<file path="src/design/rsie_pkg.sv">
`default_nettype none

package rsie_pkg;

  localparam int MEM_WORDS = 256;
  localparam int MEM_AW    = $clog2(MEM_WORDS);
  localparam int PC_BITS   = 16;
  localparam int XLEN      = 32;
  localparam int REG_AW    = 5;

  // request kinds on the input channel
  localparam logic [2:0] FN_EXEC    = 3'd0;
  localparam logic [2:0] FN_SET_REG = 3'd1;
  localparam logic [2:0] FN_SET_MEM = 3'd2;
  localparam logic [2:0] FN_GET_REG = 3'd3;
  localparam logic [2:0] FN_GET_MEM = 3'd4;

  // primary opcodes
  localparam logic [5:0] OP_RTYPE = 6'b000000;
  localparam logic [5:0] OP_BEQ   = 6'b000100;
  localparam logic [5:0] OP_BNE   = 6'b000101;
  localparam logic [5:0] OP_ADDI  = 6'b001000;
  localparam logic [5:0] OP_LW    = 6'b100011;
  localparam logic [5:0] OP_SW    = 6'b101011;

  // R-type function codes
  localparam logic [5:0] FC_ADD = 6'b100000;
  localparam logic [5:0] FC_SUB = 6'b100010;
  localparam logic [5:0] FC_SLT = 6'b101010;

  // execute-stage result, carried into the memory stage
  typedef struct packed {
    logic                rf_we;
    logic [REG_AW-1:0]   rf_idx;
    logic [XLEN-1:0]     rf_data;
    logic                ld;
    logic                mem_we;
    logic [MEM_AW-1:0]   mem_idx;
    logic [XLEN-1:0]     mem_data;
    logic [PC_BITS-1:0]  pc;
    logic [XLEN-1:0]     rd_data;
    logic                rd_mem;
    logic                rd_ok;
    logic                reg_written;
    logic [REG_AW-1:0]   dest;
    logic [XLEN-1:0]     wdata;
    logic                mem_written;
    logic [7:0]          mem_index;
    logic                taken;
    logic                bad;
  } exec_res_t;

  typedef struct packed {
    logic [15:0]       next_pc;
    logic [XLEN-1:0]   read_data;
    logic              reg_written;
    logic [REG_AW-1:0] dest_reg;
    logic [XLEN-1:0]   write_data;
    logic              mem_written;
    logic [7:0]        mem_index;
    logic              branch_taken;
    logic              bad_instruction;
  } out_t;

endpackage

`default_nettype wire

</file>
<file path="src/design/rsie_exec.sv">
`default_nettype none

// Decode and execute: ALU, branch compare, address add, PC update.
module rsie_exec
  import rsie_pkg::*;
(
  input  wire logic [2:0]         func,
  input  wire logic [31:0]        instr_word,
  input  wire logic [7:0]         target_index,
  input  wire logic [XLEN-1:0]    preset_value,
  input  wire logic [XLEN-1:0]    op_a,
  input  wire logic [XLEN-1:0]    op_b,
  input  wire logic [PC_BITS-1:0] pc,
  output exec_res_t               res
);

  logic [5:0]         op;
  logic [5:0]         fc;
  logic [REG_AW-1:0]  rt;
  logic [REG_AW-1:0]  rd;
  logic [XLEN-1:0]    off;
  logic [XLEN-1:0]    addr;
  logic [MEM_AW-1:0]  midx;
  logic [PC_BITS-1:0] pc_inc;
  logic               reg_ok;
  logic               mem_ok;

  assign op     = instr_word[31:26];
  assign fc     = instr_word[5:0];
  assign rt     = instr_word[20:16];
  assign rd     = instr_word[15:11];
  assign off    = {{16{instr_word[15]}}, instr_word[15:0]};
  assign addr   = op_a + off;
  assign midx   = addr[MEM_AW+1:2];
  assign pc_inc = pc + PC_BITS'(1);
  assign reg_ok = (target_index[7:5] == 3'b000);
  assign mem_ok = (32'(target_index) < 32'(MEM_WORDS));

  always_comb begin
    res    = '0;
    res.pc = pc;
    unique case (func)
      FN_EXEC: begin
        res.pc = pc_inc;
        unique case (op) inside
          OP_RTYPE: begin
            unique case (fc)
              FC_ADD:  res.wdata = op_a + op_b;
              FC_SUB:  res.wdata = op_a - op_b;
              FC_SLT:  res.wdata = {31'd0, ($signed(op_a) < $signed(op_b))};
              default: res.bad = 1'b1;
            endcase
            if (!res.bad) begin
              res.reg_written = 1'b1;
              res.dest        = rd;
              res.rf_we       = 1'b1;
              res.rf_idx      = rd;
              res.rf_data     = res.wdata;
            end
          end
          OP_ADDI: begin
            res.wdata       = addr;
            res.reg_written = 1'b1;
            res.dest        = rt;
            res.rf_we       = 1'b1;
            res.rf_idx      = rt;
            res.rf_data     = addr;
          end
          OP_LW: begin
            res.ld          = 1'b1;
            res.reg_written = 1'b1;
            res.dest        = rt;
            res.rf_we       = 1'b1;
            res.rf_idx      = rt;
            res.mem_idx     = midx;
            res.mem_index   = 8'(midx);
          end
          OP_SW: begin
            res.wdata       = op_b;
            res.mem_we      = 1'b1;
            res.mem_written = 1'b1;
            res.mem_idx     = midx;
            res.mem_data    = op_b;
            res.mem_index   = 8'(midx);
          end
          OP_BEQ, OP_BNE: begin
            res.taken = (op == OP_BEQ) ? (op_a == op_b) : (op_a != op_b);
            if (res.taken) begin
              res.pc = pc_inc + off[PC_BITS-1:0];
            end
          end
          default: res.bad = 1'b1;
        endcase
      end
      FN_SET_REG: begin
        res.rf_we   = reg_ok;
        res.rf_idx  = target_index[REG_AW-1:0];
        res.rf_data = preset_value;
      end
      FN_SET_MEM: begin
        res.mem_we   = mem_ok;
        res.mem_idx  = MEM_AW'(target_index);
        res.mem_data = preset_value;
      end
      FN_GET_REG: begin
        res.rd_data = reg_ok ? op_a : '0;
      end
      FN_GET_MEM: begin
        res.rd_mem  = 1'b1;
        res.rd_ok   = mem_ok;
        res.mem_idx = MEM_AW'(target_index);
      end
      default: ;
    endcase
  end

endmodule

`default_nettype wire

</file>
<file path="config.mk">
export PLATFORM = sky130hd
export DESIGN_NAME = rsie_exec
export DESIGN_NICKNAME = d
export VERILOG_FILES = /design/src/design/rsie_pkg.sv /design/src/design/rsie_exec.sv
export SDC_FILE = /design/constraint.sdc
export NUM_CORES = 1
export LEC_CHECK = 0
export BUFFER_PORTS_ARGS = -buffer_cell sky130_fd_sc_hd__buf_2
export CAP_MARGIN = 20
export CORE_MARGIN = 4
export CORE_UTILIZATION = 45
export DETAILED_ROUTE_END_ITERATION = 7
export GPL_TIMING_DRIVEN = 0
export PLACE_DENSITY = 0.75
export REMOVE_ABC_BUFFERS = 1
export SETUP_SLACK_MARGIN = 0.2
export SLEW_MARGIN = 10
export SYNTH_ARGS = -nofsm -noshare
export SYNTH_HDL_FRONTEND = slang
export SYNTH_SLANG_ARGS = --single-unit
</file>
<file path="constraint.sdc">
create_clock -name vclk -period 7.45
set_input_delay 0.3725 -clock vclk [all_inputs]
set_output_delay 0.3725 -clock vclk [all_outputs]
set_load 0.1 [all_outputs]
</file>
After elaboration in Yosys (flattened, before gate mapping):

Index checks and enable logic that the tools add are counted.

* output and inout port bits: 179
* memory bits (writable): 0
* memories kept: 0
* input bits: 155
* bits in latches: 0
* ROM bits: 0
* flip-flop bits (word level): 0
* logic and storage cells: 58

* multiplexer cells: 29
* bitwise logic cells: 0
* divide/modulo/power cells: 0
* equal/unequal tests: 14
* $lt $le $gt $ge: 1
* reduce and logical (&&, ||, !) cells: 9
* shift operators: 0
* multipliers: 0
* add/sub/neg operators: 5

Operators with widths (number)
* 32-bit case mux with 3 select lines: 2
* 32-bit case mux with 2 select lines: 2
* 32-bit two-way mux: 3
* 38-bit case mux with 2 select lines: 1
* 32-bit adder: 2
* 49-bit two-way mux: 1
* 16-bit two-way mux: 3
* 38-bit two-way mux: 1
* 32-bit == test: 1
* 32-bit less-than comparator: 1
* 32-bit inequality test: 1
* 32-bit subtractor: 1
* 6-bit == test (second input constant): 5
* 6-bit case mux with 2 select lines: 2
* 16-bit by 1-bit adder with 16-bit output (second input constant): 1
* 16-bit adder: 1
* 8-bit case mux with 2 select lines: 1
* 6-bit by 3-bit == test with 1-bit output (second input constant): 2
* 1-bit two-way mux: 8
* 8-bit two-way mux: 1
* 2-bit OR reduction: 4
* 3-bit by 2-bit == test with 1-bit output (second input constant): 2
* 6-bit by 4-bit == test with 1-bit output (second input constant): 1
* 3-bit zero test: 2
* other kinds (8): 9

Logic depth before layout (Yosys ltp):

* word-level depth: 8
* mapped depth: 16
* gate-level depth less buffers: 16

Worst setup path before layout:

No wires, ideal clock.

* kind: input-to-output
* from: input op_b[28]
* to: output res[83] in the netlist's numbering
* cell stages on the path: 11
* arrival: 5568 ps
* path buffers: 3
* path slack: 1509 ps
* required time: 7078 ps
* cells stage by stage: inv_1 > ha_1 > clkbuf_1 > nand2_1 > nor4_1 > nand4_1 > xor2_1 > nor2b_1 > clkbuf_1 > clkbuf_1 > o311ai_0

RTL lines
* from (decl): line rsie_exec.sv:12 `input wire logic [XLEN-1:0] op_b,`
* to (decl): line rsie_exec.sv:14 `output exec_res_t res`

==> results.json <==
{
  "tns_ns": 0,
  "ir_drop_uv": 47.0,
  "min_path_cells": 3,
  "min_to": "res[98]",
  "fin_util": 0.556,
  "arrival_ns": 4.61,
  "portBuffers": 329,
  "worstSetupStartpointType": "input pin",
  "final_common_cell": "buf_2",
  "yosys_warnings": 0,
  "max_freq_mhz": 201,
  "grt_pass1_wl_um": 50300,
  "synthAdderAreaFrac": 0.178,
  "hpwl_um": 26800,
  "slew_violations": 0,
  "most-common-layout-cells": "buf_2 (329), a21oi_1 (146), nand2_1 (119)",
  "cts_resized": 0,
  "min_from": "pc[15]",
  "synth_top_family_by_area": "compound AO/OA/AOI/OAI gates",
  "synthXorXnorAreaFrac": 0.0932,
  "final_nets": 1810,
  "drtAntennaViolNets": 0,
  "yosys.area_share.simple": 0.258,
  "max_slew_margin": 0.381,
  "crit_fanout": 40,
  "n_antenna_cell": 0,
  "core_um2": 17900,
  "fillCellCount": 1820,
  "critPathCaptureType": "primary output",
  "hold_buffers": 0,
  "worst_slack_ns": 2.47,
  "die_x_um": 143,
  "startpoint": "instr_word[1]",
  "power.density_nw_per_um2": 80.2,
  "hp-class": "input pin to primary output",
  "wl_per_cell_um": 18.5,
  "globalplace.congestion": 0.972,
  "fin_hold_ws_ns": 1.17,
  "grt_max_degree": 63,
  "outcome": "complete, no violations",
  "slowest_delay_ns": 0.50,
  "drt_iter0_drc": 937,
  "pre_cts_slack_ns": 2.49,
  "netlist_area_um2": 8180,
  "synth_cells": 1273,
  "critical-path-top-delay-family": "compound AO/OA/AOI/OAI gates",
  "grt_util_all_layers": 0.295,
  "cap_viol_max_count": 0,
  "syn_area_per_cell_um2": 6.42,
  "antenna_found_initial": 1,
  "drtPass1Iterations": 5,
  "clock_buffers": 0,
  "floorplan.initialDensity": 0.457,
  "yosys-mux-area-fraction": 0.00367,
  "seq_area_um2": 0,
  "grt_pass1_vias": 9605,
  "postCtsSetupBuffers": 0,
  "p_total_w": 0.000799,
  "p_leak_nw": 5.12,
  "finalHoldViolations": 0,
  "wl_um": 32600,
  "top_level_ports": 334,
  "drc": 0,
  "routed_via_density": 6.01,
  "syn2layout_area_growth_pct": 21.8,
  "worst-setup-path-type": "input pin to primary output",
  "period_needed_ns": 4.98,
  "worst-path-buf-inv": 3,
  "cp_slowest_cell": "a31oi_1",
  "setup_viol": 0,
  "dieArea_um2": 20400,
  "rows": 49,
  "rsz0062_at_grt": "false",
  "dr_total_vias": 10622,
  "worst_pin_slew_ns": 0.926,
  "design.seq.count": 0,
  "worstPathCellList": "buf_2 > buf_12 > fa_1 > a211oi_1 > o21ai_1 > a311o_1 > a211oi_1 > o21ai_1 > a31oi_1 > o21ai_0 > xor2_1 > a22oi_1 > o21ai_0 > buf_2",
  "synth.distinct_cells": 80,
  "drive_gt1_frac": 0.245,
  "die_y_um": 143,
  "synth_compound_area_frac": 0.394,
  "seq_area_frac_synth": 0,
  "overflow": 0,
  "required_ns": 7.08,
  "period_share": 0.668
}
==> synth_stat cells, types with 5 or more instances <==
cell      instances  area, um^2
o21ai_0          99         495
o21a_1            6        45.0
nor4_1            5        31.3
nor2_1          111         417
a211oi_1          9        67.6
and2_1           38         238
nand2_1         119         447
o211ai_1          7        52.6
o21ai_1           9        45.0
a221oi_1          5        43.8
inv_1            72         270
nor3_1           27         135
o21bai_1         13        97.6
a21o_1           47         353
o31ai_1           8        60.1
nor2b_1          24         150
xnor2_1          57         499
clkbuf_1         54         203
and3_1           20         125
xor2_1           30         263
a22oi_1          24         180
nand4_1          10        62.6
nand2b_1         20         125
nand3_1          26         130
a21oi_1         146         731
buf_2            16        80.1
o22ai_1           5        31.3
o31a_1            6        52.6
a22o_1           33         289
ha_1            110        1380
a31oi_1          21         131
or2_2             6        37.5
or3_1             7        43.8
==> power breakdown <==
part | internal [W] | leakage, nW | switching, W
combinational | 0.000267 | 5.12 | 0.000532
sequential | 0 | 0 | 0
clock | 0 | 0 | 0
==> worst max-delay path by stage <==
stage	endpoint	depth (start not counted)
floorplan	res[131]	3
global placement	res[27]	5
detailed placement	res[171]	13
CTS	res[171]	13
global route	res[171]	14
finish	res[171]	14
==> metrics by stage <==
step                      cell area [um^2]  instances
after floorplan                       7850       1198
after global placement                9790       1756
after detailed placement              9930       1766
after CTS                             9930       1766
after global routing                  9960       1768
final                                 9960       1768
==> layout make-up <==
| cell class | instances | area [um^2] | share of cell area |
|---|---|---|---|
| inverter | 73 | 274 | 0.0275 |
| multi-input combinational | 1125 | 7610 | 0.764 |
| tap | 229 | 287 | 0.0288 |
| timing repair buffer | 341 | 1790 | 0.180 |
==> layer usage <==
metal  track usage  share of wire  vias to the layer above
li1              -              -                     5167
met1         0.416           0.45                     4968
met2         0.501           0.46                      456
met3        0.0295          0.080                       29
met4        0.0360          0.010                        2
met5             0        0.00021                        -
==> logic make-up (layout without fill, tap and decap cells) <==
group | count (synthesis) | in the layout
AOI/OAI and AO/OA | 489 | 489
xor gates and xnor gates | 87 | 87
buffers and inverters | 148 | 414
and+or+nand+nor | 432 | 432
adders and majority gates | 114 | 114
muxes | 3 | 3
No activity file was read; power rests on OpenSTA's default activity.
